<file path="config.mk">
export PLATFORM = sky130hd
export DESIGN_NAME = rpds_ram
export DESIGN_NICKNAME = d
export VERILOG_FILES = /design/src/hdl/rpds_ram.sv
export SDC_FILE = /design/constraint.sdc
export NUM_CORES = 1
export LEC_CHECK = 0
export ABC_AREA = 1
export BUFFER_PORTS_ARGS = -buffer_cell sky130_fd_sc_hd__buf_2
export CAP_MARGIN = 15
export CORE_MARGIN = 8
export CORE_UTILIZATION = 40
export CTS_CLUSTER_SIZE = 16
export DETAILED_ROUTE_END_ITERATION = 12
export PLACE_DENSITY_LB_ADDON = 0.25
export SYNTH_ARGS = -nofsm -noshare
export SYNTH_HDL_FRONTEND = slang
export SYNTH_SLANG_ARGS = --single-unit
</file>
<file path="constraint.sdc">
create_clock -name clk -period 1.3 [get_ports clk]
set_clock_uncertainty 0.1 [all_clocks]
set_input_delay 0.13 -clock clk [delete_from_list [all_inputs] [get_ports clk]]
set_output_delay 0.13 -clock clk [all_outputs]
set_load 0.05 [all_outputs]
</file>
<file path="src/hdl/rpds_ram.sv">
// Generic single-port-write, single-port-read RAM with registered read.
// No dependencies.
module rpds_ram #(
  parameter int WIDTH = 8,
  parameter int DEPTH = 16
) (
  input  logic clk,
  input  logic we,
  input  logic [$clog2(DEPTH)-1:0] waddr,
  input  logic [WIDTH-1:0] wdata,
  input  logic [$clog2(DEPTH)-1:0] raddr,
  output logic [WIDTH-1:0] rdata
);
  logic [WIDTH-1:0] mem [DEPTH];

  always_ff @(posedge clk) begin
    if (we) mem[waddr] <= wdata;
    rdata <= mem[raddr];
  end
endmodule

</file>
Yosys cells after proc, flatten, opt, wreduce, memory -nomap -nowiden
Memories as Yosys holds them, arrays and structs flattened. A register that Yosys moved wholly into a read port is not among the register bits.
Index checks and enable logic that the tools add are counted.
- input bits: 18
- output and inout port bits: 8
- register bits: 0
- memory bits (writable): 128
- memories: 1
- word-level logic and storage cells: 3
- mux-type cells: 2
- memories (memory ; words ; width ; read ports ; clocked after Yosys merged registers in ; write ports ; RTL line ; RTL):
    mem ; 16 ; 8 ; 1 ; 1 ; 1 ; 14 ; logic [WIDTH-1:0] mem [DEPTH];
- operator list (operator ; count):
    $mux 1 ; 2

Longest topological paths before layout
Gate-level depths: netlist of run 1.
- word-level depth: 2
- depth in mapped cells: 8
- depth with buffers taken out: 7

Least setup slack after synthesis of run 1
No wires, ideal clock.
- kind: input-to-reg
- from: input port waddr[2]
- to: memory mem[10][0], enable pin
- data arrival time: 0.711 ns
- required time: 0.830 ns
- stages on the path: 2
- path slack: 0.119 ns
- path buffers: 0
- path through: nand3b_1 -> nor2_1
- RTL lines (what ; RTL line ; RTL):
    start: declaration ; 9 ; input logic [$clog2(DEPTH)-1:0] waddr,
    end: declaration ; 14 ;
No word-level cell before the write port.

Worst setup path in the final report of run 1
- from: register rdata[7] (read register of mem)
- to: output port rdata[7]
- RTL lines (what ; RTL line ; RTL):
    start: declaration ; 12 ; output logic [WIDTH-1:0] rdata
No word-level cell between the ends.

==> metrics.yaml, run 1 <==
synthDominantCellAreaShare: 0.667
worst_slew_pin_slew_ns: 0.429
critPathSlowestCell: "dfxtp_1"
place_area_mm2: 0.00622
h-tree-depth: 4
die_w_um: 136
rsz0062_at_grt: "false"
mappedNetlistNets: 569
fin_nets: 617
grt_pass1_wl_um: 21200
instances_no_fill: 796
cts-root-buf: "clkbuf_16"
port_buffers: 25
max_freq_mhz: 798
cp_num_buf_inv: 1
rows: 44
die_h_um: 136
final_common_cell: "nand2_1"
wl_um: 13500
path_max_fanout: 1
grt_max_degree: 39
fin_crit_sh: 0.964
cp_cell_sequence: "buf_2"
fin_area_mm2: 0.00686
clockBufferDepth: 2
synth_cells: 551
avgRoutedWirePerCell_um: 17.0
cts_sinks: 136
worst_hold_slack_ns: 0.0294
setup_violations: 0
drive_gt1_frac: 0.139
syn_to_final_growth_pct: 18.9
fin_util: 0.479
cts_tree: "yes"
overflow: 0
powerDensity_mw_per_mm2: 1560
vias_per_cell: 4.80
multi_input_area_mm2: 0.00121
grt_pass1_vias: 3802
grt_usage: 0.154
period_needed_ns: 1.25
cp.required_ns: 1.07
crit_type: "register to output pin"
vdd_ir_drop_max_mv: 0.756
hold_viol: 0
die_area_mm2: 0.0185
ys_types: 12
synth_area_mm2: 0.00577
cp_top_family: "flip-flops"
total_power_mw: 10.7
gp_congestion: 0.768
antennaDiodeCount: 0
seq_area_mm2: 0.00400
core_mm2: 0.0143
io-pin-count: 26
clkLatencyLatePin_ns: 0.43
floorplan.initialDensity: 0.403
layout_common_cells: "173 x nand2_1, 128 x edfxtp_1, 100 x inv_1, 97 x nand3_1"
clkTransAtPathRegs_ns: 0.06
fill_cells: 1334
cp-end-kind: "output pin"
worstPathArrival_ns: 1.02
maxCapViolations: 0
crit_path_start_kind: "register"
critPathMaxStageDelay_ns: 0.33
ys_ff_latch: 136
placed_cells: 763
synth_area_leader_cell: "edfxtp_1"
synthTopCellsByArea: "edfxtp_1 67%, nand2_1 11%, nand3_1 8.4%"
syn_avg_cell_area_um2: 10.5
vias: 3823
relSlewSlack: 0.714
drc: 0
postRouteAntennaNets: 0
yosysWarnings: 0
total_leakage_power_nw: 2.98
hpwl_um: 8510
outcome: "finished clean"
slew_violations: 0
dr.pass1.iters: 5
drtIter0Drc: 352
hold_class: "input pin to register"
cts_buffers: 17
antenna_found_initial: 0
ys_seq_area_frac: 0.694
post_cts_buffers: 0
-- final cells by class --
class / count / area share
timing repair buffer: 53 / 0.0591
clock inverter: 13 / 0.0261
sequential: 136 / 0.584
clock buffer: 19 / 0.0646
tap: 184 / 0.0336
multi-input combinational: 289 / 0.177
inverter: 102 / 0.0558
-- power breakdown --
part | internal [mW] | total [mW] | switching (mW)
registers | 4.90 | 4.93 | 0.0319
clock network | 3.24 | 5.05 | 1.81
logic | 0.210 | 0.732 | 0.522
-- kinds of logic (layout without fill, tap and decap cells) --
kind of cell  count (synthesis)  after routing  share of synthesized area
simple gates                289            289                      0.210
flops                       136            136                      0.694
buf+inv                     126            187                     0.0952
-- per-stage QoR --
stage / TNS [ns] / worst slack (ns)
after floorplan: 0 / 0.119
after global placement: -0.00870 / -0.00823
after detailed placement: -0.0337 / -0.0183
after CTS: 0 / 0.00373
after global routing: 0 / 0.00331
final: 0 / 0.0470
-- cell usage after synthesis (all sizes together) --
cell,count
nor2,17
inv,102
edfxtp,128
buf,24
nand3b,2
nand2,173
dfxtp,8
nand3,97
-- registers in the layout, indices dropped and copies added (netlist names) --
register / flops
rdata: 8
mem: 128
-- layer usage --
metal	routed length [µm]	track usage	vias up
li1	-	-	1864
met1	6260	0.202	1839
met2	6360	0.243	101
met3	664	0.0377	19
met4	217	0.0586	0
met5	0	0	-
-- path summary, 6_finish.rpt --
path / startpoint / cells past startpoint / slack (ns) / end
setup reg to reg: mem[3][2]$_DFFE_PP_ / 6 / 0.16 / rdata[2]$_DFF_P_
hold reg to reg: mem[13][2]$_DFFE_PP_ / 6 / 0.55 / rdata[2]$_DFF_P_
hold / removal: wdata[4] / 1 / 0.03 / mem[2][4]$_DFFE_PP_
setup / recovery: rdata[7]$_DFF_P_ / 1 / 0.05 / rdata[7]
-- timing repair --
action / CTS / global route
resized for setup: 1 / 1
hold buffers: 1 / 0
pin swaps: 0 / 0
hold endpoints to repair: 7 / 0
endpoints found under the setup margin: 1 / 1
(Power assumes the default switching activity.)
==> run 2, diff against run 1 <==
BUFFER_PORTS_ARGS = unset   (was -buffer_cell sky130_fd_sc_hd__buf_2)
DONT_BUFFER_PORTS = 1   (was unset)
==> metrics.yaml, run 2 (synthesized netlist as in run 1, its figures left out) <==
outcome: "finished with violations"
violations: "hold timing"
clockBufferDepth: 2
rr_endpoint: "rdata[7]$_DFF_P_"
hold_path_depth: 4
final_common_cell: "nand2_1"
drive_gt1_frac: 0.0990
powerDensity_mw_per_mm2: 1540
clkTransAtPathRegs_ns: 0.05
cp.required_ns: 1.07
floorplan.initialDensity: 0.403
cp.depth: 0
r2r_slack_ns: 0.19
regMostFlops: "mem"
reg2reg_from: "mem[1][7]$_DFFE_PP_"
h-tree-depth: 4
fin_nets: 601
relSlewSlack: 0.392
worst_hold_slack_ns: -0.109
die_area_mm2: 0.0185
hold_class: "input pin to register"
hold_viol: 8
total_power_mw: 10.5
hpwl_um: 8260
period_needed_ns: 1.26
path_max_fanout: 1
core_mm2: 0.0143
rsz0062_at_grt: "false"
die_h_um: 136
drc: 0
fin_crit_sh: 0.973
antennaDiodeCount: 0
grt_usage: 0.152
largest_reg_flops: 128
worst_slew_pin_slew_ns: 0.912
grt_pass1_vias: 3691
vias: 3763
slew_violations: 0
grt_pass1_wl_um: 20600
drtIter0Drc: 333
postRouteAntennaNets: 0
wl_um: 13100
avgRoutedWirePerCell_um: 16.8
syn_to_final_growth_pct: 17.9
setup_violations: 0
top_regs: "mem: 128 flops, rdata: 8 flops"
vias_per_cell: 4.82
dr.pass1.iters: 5
cts-root-buf: "clkbuf_16"
min-delay-start: "raddr[1]"
cts_hold_buf: 13
cts_buffers: 17
worstPathArrival_ns: 1.03
max_freq_mhz: 791
grt_max_degree: 66
vdd_ir_drop_max_mv: 0.716
cts_sinks: 136
maxCapViolations: 0
clkLatencyLatePin_ns: 0.41
layout_common_cells: "173 x nand2_1, 128 x edfxtp_1, 100 x inv_1, 97 x nand3_1, 21 x buf_4"
worstHoldEndpoint: "rdata[2]$_DFF_P_"
die_w_um: 136
reg2reg_depth: 6
rows: 44
io-pin-count: 26
crit_path_start_kind: "register"
port_buffers: 0
antenna_found_initial: 0
crit_type: "register to output pin"
overflow: 0
fin_tns_setup_ns: 0
cp-end-kind: "output pin"
cts_tree: "yes"
total_leakage_power_nw: 2.93
gp_congestion: 0.794
## run 2: what timing repair did
item | CTS | global route
setup buffers | 0 | 0
pin swaps | 0 | 0
hold endpoints to repair | 137 | 8
setup endpoints to repair | 3 | 19
resized for setup | 3 | 3
## run 2: worst register-to-register path, cell delays in order, from the launching register on
cell and delay, ns:
edfxtp_1 0.36, inv_1 0.06, nand2_1 0.05, nand3_1 0.09, nand3_1 0.11, nand3_1 0.12
nand2_1 0.09
## run 2: final cells by class
type,count,area [µm²]
clock inverter,14,181
timing repair buffer,37,353
multi-input combinational,289,1210
sequential,136,4010
tap,184,230
fill,1350,7510
inverter,102,383
clock buffer,18,429
## run 2: worst max-delay path by stage
stage	start	end	slack (ns)
6_report	rdata[6]$_DFF_P_	rdata[6]	0.04
5_1_grt	rdata[6]$_DFF_P_	rdata[6]	0.002
4_1_cts	rdata[7]$_DFF_P_	rdata[7]	0.005
3_5_place_dp	waddr[3]	mem[5][1]$_DFFE_PP_	0.10
3_3_place_gp	waddr[3]	mem[6][2]$_DFFE_PP_	0.13
2_1_floorplan	waddr[2]	mem[10][0]$_DFFE_PP_	0.12
## run 2: stage by stage
| stage | hold WS [ns] | setup WS [ns] | area (µm²) | cells | utilization |
|---|---|---|---|---|---|
| global route | -0.0951 | 0.00211 | 6800 | 780 | 0.475 |
| global placement | 0.130 | 0.128 | 6050 | 735 | 0.423 |
| floorplan | 0.129 | 0.119 | 5770 | 551 | - |
| CTS | -0.128 | 0.00527 | 6790 | 780 | 0.475 |
| finish | -0.109 | 0.0355 | 6800 | 780 | 0.475 |
| detailed placement | 0.130 | 0.105 | 6050 | 735 | 0.423 |
## run 2: layer usage
metal	wire, µm	track usage
met5	0	0
met1	6050	0.202
met3	710	0.0344
met2	6150	0.235
met4	212	0.0635
## run 2: power breakdown
| part | internal, mW | switching (mW) | leakage (nW) |
|---|---|---|---|
| logic | 0.189 | 0.398 | 1.40 |
| registers | 4.91 | 0.0993 | 1.22 |
| clock network | 3.18 | 1.72 | 0.298 |
