File: src/hdl/rpds_pkg.sv
// Package for the render pass dependency scheduler.
// Command and status codes shared by the top level, output buffer and testbench. No dependencies.
package rpds_pkg;
  localparam int CMD_W = 3;
  localparam int STAT_W = 4;
  localparam int ID_W = 7;

  typedef enum logic [CMD_W-1:0] {
    CMD_ADD_RES = 3'd0,
    CMD_ADD_PASS = 3'd1,
    CMD_ADD_READ = 3'd2,
    CMD_ADD_WRITE = 3'd3,
    CMD_SCHEDULE = 3'd4,
    CMD_CLEAR = 3'd5
  } cmd_t;

  localparam logic [STAT_W-1:0] ST_OK = 4'd0;
  localparam logic [STAT_W-1:0] ST_REJECT = 4'd1;
  localparam logic [STAT_W-1:0] ST_FULL = 4'd2;
  localparam logic [STAT_W-1:0] ST_BOUNDS = 4'd3;
  localparam logic [STAT_W-1:0] ST_CLR_READS = 4'd4;
  localparam logic [STAT_W-1:0] ST_CLR_NOWRITE = 4'd5;
  localparam logic [STAT_W-1:0] ST_RB_NOREAD = 4'd6;
  localparam logic [STAT_W-1:0] ST_RB_WRITES = 4'd7;
  localparam logic [STAT_W-1:0] ST_NEG_MIP = 4'd8;
  localparam logic [STAT_W-1:0] ST_ORD_MISSING = 4'd9;
  localparam logic [STAT_W-1:0] ST_MULTI_WRITER = 4'd10;
  localparam logic [STAT_W-1:0] ST_CYCLE = 4'd11;

  localparam logic [2:0] KIND_CLEAR = 3'd0;
  localparam logic [2:0] KIND_READBACK = 3'd1;

  typedef struct packed {
    logic [STAT_W-1:0] status;
    logic [ID_W-1:0] id;
    logic last;
  } result_t;
endpackage

File: src/hdl/rpds_out_buf.sv
// Output register stage for result transactions.
// Depends on rpds_pkg.
module rpds_out_buf (
  input  logic clk,
  input  logic rst_n,
  input  logic push,
  input  rpds_pkg::result_t push_data,
  output logic full,
  input  logic out_ready,
  output logic out_valid,
  output rpds_pkg::result_t out_data
);
  import rpds_pkg::*;

  logic valid_r;
  result_t data_r;

  always_ff @(posedge clk) begin
    if (!rst_n) begin
      valid_r <= 1'b0;
    end else if (push) begin
      valid_r <= 1'b1;
    end else if (out_ready) begin
      valid_r <= 1'b0;
    end
    if (push) data_r <= push_data;
  end

  assign full = valid_r && !out_ready;
  assign out_valid = valid_r;
  assign out_data = data_r;

`ifndef NO_ASSERTIONS
  a_no_overwrite: assert property (@(posedge clk) disable iff (!rst_n)
    push |-> !full) else $error("result overwritten");
`endif
endmodule

File: config.mk
export PLATFORM = sky130hd
export DESIGN_NAME = rpds_out_buf
export DESIGN_NICKNAME = d
export VERILOG_FILES = /design/src/hdl/rpds_pkg.sv /design/src/hdl/rpds_out_buf.sv
export SDC_FILE = /design/constraint.sdc
export NUM_CORES = 1
export LEC_CHECK = 0
export BUFFER_PORTS_ARGS = -buffer_cell sky130_fd_sc_hd__buf_2
export CAP_MARGIN = 10
export CORE_AREA = 2 2 39 41
export CTS_BUF_LIST = sky130_fd_sc_hd__clkbuf_4 sky130_fd_sc_hd__clkbuf_8
export DETAILED_ROUTE_END_ITERATION = 8
export DIE_AREA = 0 0 41 43
export GPL_ROUTABILITY_DRIVEN = 1
export PLACE_DENSITY_LB_ADDON = 0.12
export SKIP_CTS_REPAIR_TIMING = 1
export SLEW_MARGIN = 40
export SYNTH_ARGS = -nofsm -noshare
export SYNTH_HDL_FRONTEND = slang
export SYNTH_SLANG_ARGS = --single-unit
export TNS_END_PERCENT = 20
File: constraint.sdc
create_clock -name clk -period 1 [get_ports clk]
set_input_delay 0.2 -clock clk [delete_from_list [all_inputs] [get_ports clk]]
set_output_delay 0.2 -clock clk [all_outputs]
set_load 0.05 [all_outputs]
# After elaboration in Yosys (flattened, before gate mapping)
# Index checks and enable logic that the tools add are counted.
# Widths: inputs -> output; s select.
dict set report word_totals {
  ff_bits 13
  latch_bits 0
  mem_bits_rw 0
  mem_bits_ro 0
  input_bits 16
  elab_cells 9
  n_memories 0
}
dict set report op_classes {
  addsub 0
  multipliers 0
  n_div 0
  magnitude_cmp 0
  eq_ne 0
  shifts 0
  mux 2
  n_bitwise 0
  reduce_logical 3
}
# op n
set ops {}
lappend ops {{$mux 1} 2}
lappend ops {{$reduce_bool 2->1} 1}
lappend ops {{$logic_and 1x1->1} 1}
lappend ops {{$logic_not 1->1} 1}

# Longest topological paths before layout
dict set report depth {
  depth_word 2
  depth_mapped 2
}

# Least setup slack after synthesis
# No wires, ideal clock.
dict set report synth_path {
  path_type {flip-flop to flip-flop}
  start {register, netlist name out_valid}
  end {register valid_r, in the netlist out_valid}
  setup_ns 0.058
  arrival_ns 1.184
  t_required_ns 0.942
  path_slack_ns -0.243
  stages_incl_launch_ff 3
  path_buffers 0
  synth_period_minus_slack_ns 1.243
  cell_sequence {dfxtp_1 nor2b_4 o21a_1}
}
# element line
set synth_lines {}
lappend synth_lines {{to (signal assigned)} rpds_out_buf.sv:20} ;# valid_r <= 1'b0;
lappend synth_lines {{to (signal assigned)} rpds_out_buf.sv:22} ;# valid_r <= 1'b1;
lappend synth_lines {{to (signal assigned)} rpds_out_buf.sv:24} ;# valid_r <= 1'b0;
lappend synth_lines {{to (decl)} rpds_out_buf.sv:15} ;# logic valid_r;

# Worst setup path in the final report
dict set report layout_path {
  start {register valid_r, in the netlist out_valid}
  end {output full}
}
dict set report layout_via {
  elab_chain_cells 1
}
# element line
set layout_lines {}
lappend layout_lines {{$logic_and 1x1->1} rpds_out_buf.sv:29} ;# assign full = valid_r && !out_ready;
lappend layout_lines {{to (decl)} rpds_out_buf.sv:8} ;# output logic full,
# Every way passes these cells.

==> out/results.txt <==
The H-tree depth is 1. Summing the sequential cell areas from Yosys gives 94.7% of the chip area. The worst setup path is of the reg2out kind. The count of buffering cells on the critical path with inverters included was 1; the number of max-slew violations in the final report was 0.

Dividing the detail-routed via count by the number of cells gives 3.98. Leaving out filler cells and counting taps, the final layout contains 64. For the internal power summed over all cells, the log shows 880 µW. The tools report the static leakage power as 0.273 nW. 0 antenna diodes ended up in the layout. The final reports fail on setup timing. The floorplan step defined a core boundary enclosing 1380 µm². The synthesized design spends more area on one cell type than any other, namely sky130_fd_sc_hd__edfxtp_1.

The run gives 0 as the number of warnings issued by yosys. The clock arrives with 0 ns of skew. By area the synthesized netlist is led by sky130_fd_sc_hd__edfxtp_1, sky130_fd_sc_hd__dfxtp_1, sky130_fd_sc_hd__nor2b_4, sky130_fd_sc_hd__o21a_1.

The run finished, with violations left. In this run the horizontal extent of the chip is 41 µm. For the die footprint, the log shows 1760 µm².

Entering global routing, the biggest net connects 14 pins. The tools report the final-stage net count as 65. The first global-routing pass estimated 869 µm of wire. The tool flagged a number of max-cap violations equal to 0. The proportion of total power due to net switching is 28.1%, and the remaining global-route overflow is 0. In this run the clock root is driven by a sky130_fd_sc_hd__clkbuf_4. The synthesized design contains 13 register bits. Fraction of synthesized cell area taken by the top area cell type: 89.7%.

The synthesized area divided by synthesized cell count works out to 26.8 µm². Of the total power, the clock network draws 27.0%. The final hold violation count was 0; the final core utilization was 44.6%. For this run, the total global-route usage over all layers was measured as 8.23%. The later pin in the worst-skew pair is clocked with a latency of 0.26 ns. Type of element launching the critical path: a register. The tools report the number of antenna violations at the first check in global routing as 0. The site row count is 14, and the number of buffers added by the clock tree synthesis step is 3.

Setup repair after global routing could not meet its margin everywhere. In this run the remaining antenna-violating nets after routing total 0. After detailed routing, the number of remaining DRC violations is 0. The slew at the pin closest to its max-slew limit was 0.264 ns.

The library cell used most frequently in the layout, excluding fill and tap cells, is sky130_fd_sc_hd__buf_2. The logs give -0.109 ns for the worst path setup slack after routing and 135 for the number of fill cells. The signal on the critical path passes through nor2b_4 > buf_8.

Data on the critical path is required at its endpoint by 0.80 ns. The logs give 1 for the number of DRC markers in iteration 0 and 15 for the synthesized instance count. At the end of routability-driven placement, the weighted congestion stood at 0.569. For the via count of the first global-routing pass, the log shows 224.

The logs give 20.1% for the relative contribution of combinational cells to total power and 255 for the via count. For the number of distinct library cell variants in the gate-level netlist after synthesis, the log shows 4. The placed instance count was 60; the layout-stage area growth over the synthesis result was 53.6%. The starting density of the core was 29.0%. TritonCTS built the clock tree. In the layout the commonest cells are sky130_fd_sc_hd__buf_2, sky130_fd_sc_hd__edfxtp_1, sky130_fd_sc_hd__clkbuf_4. In the final layout, flip-flops and latches occupy 384 µm².

Adding up every negative setup slack in the final design gives -0.603 ns. Headroom to the max-slew limit came out at 82.4%. The pre-CTS worst setup slack was 0.0926 ns. In this run the power spent charging and discharging nets is 344 µW. The post-synth design cell area is 402 µm², and the sequential share of power is 52.9%. The first detailed-routing pass took 2 iterations. Among cell families on the critical path, the largest total delay comes from flip-flops. After detailed routing, the average wire length per cell comes to 10.4 µm. The delay of the slowest cell on the worst path is 0.34 ns, and the number of port buffers is 29. Summing all multi-input logic gate instances after layout gives 21.3 µm².

The run gives 13 as the total clock sinks. STA classifies the critical path endpoint as an output pin. Setup violations remaining at the end of the flow were counted as 14. The clock-pin transition on the worst setup and hold timing paths was 0.07 ns; the period utilization was 111%. Data on the critical path arrives at its endpoint at 0.91 ns.

The cell area power density was 1990 nW/µm². From bottom edge to top edge, the die measures 43 µm. The routed design has 667 µm of wire. The share of layout cells above drive strength 1 was 72.9%. Along the worst path, the maximum fanout reaches 2. Counting every net in the synthesized netlist gives 31. Counting along the longest clock path gives a buffer depth of 2.

In this run the count of I/O pins placed on the die edge is 30. The highest-delay cell along the critical path was sky130_fd_sc_hd__dfxtp_4. Static timing analysis puts the maximum clock frequency at 902 MHz.

Across the VDD grid, the largest voltage drop is 0.810 mV. In this run the worst hold path is classified as in2reg. The time the final worst path needs with I/O delays and setup works out to 1.11 ns.
final cells by class:
type	instances	share of cell area [%]
Timing Repair Buffer	29	26.2
Tap cell	16	3.25
Sequential cell	13	62.3
Multi-Input combinational cell	2	3.45
Clock buffer	4	4.87
kinds of logic (layout without fill, tap and decap cells):
kind of cell	count (synthesis)	after routing	synth area share, %
buf+inv	0	33	0
flops	13	13	94.7
simple gates	1	1	3.43
compound gates	1	1	1.87
power by group through the flow:
| stage | logic [mW] | registers [mW] | clock network (mW) |
|---|---|---|---|
| final | 0.246 | 0.648 | 0.330 |
| after global routing | 0.257 | 0.652 | 0.369 |
| after CTS | 0.241 | 0.648 | 0.345 |
| after detailed placement | 0.241 | 0.661 | 0 |
| after global placement | 0.238 | 0.659 | 0 |
| after floorplan | 0.0129 | 0.812 | 0 |
state kept, by name, indices dropped and copies added, names as in the netlist:
signal / flops
out_valid: 1
out_data: 12
worst paths after layout:
check | from | endpoint | slack, ns | cells after the start
min reg2reg | out_valid | out_valid | 0.63 | 2
max | out_valid | full | -0.11 | 2
min | push_data[10] | out_data[10] | 0.11 | 1
max reg2reg | out_valid | out_valid | 0.28 | 2
cell usage after synthesis:
| cell type | instances |
|---|---|
| sky130_fd_sc_hd__edfxtp_1 | 12 |
| sky130_fd_sc_hd__o21a_1 | 1 |
| sky130_fd_sc_hd__nor2b_4 | 1 |
| sky130_fd_sc_hd__dfxtp_1 | 1 |
metrics by stage:
stage / power (mW) / instance area, µm² / hold slack, ns
floorplan: 0.825 / 405 / 0.299
global placement: 0.897 / 571 / 0.376
detailed placement: 0.901 / 571 / 0.378
CTS: 1.23 / 601 / 0.0982
global route: 1.28 / 617 / 0.0923
finish: 1.22 / 617 / 0.107
metal layers:
metal / vias to the layer above / routed length, µm / GRT usage, %
met1: 112 / 222 / 6.62
met2: 18 / 369 / 13.4
li1: 125 / - / -
met4: 0 / 0 / 6.00
met5: - / 0 / 0
met3: 0 / 75 / 4.71
worst reg2reg max path: cells and delay by family, from the launching register on:
family / cells / cell delay, ns
AOI/OAI and AO/OA: 1 / 0.16
and+or+nand+nor: 1 / 0.13
DFF: 1 / 0.34
(Power assumes the default switching activity.)
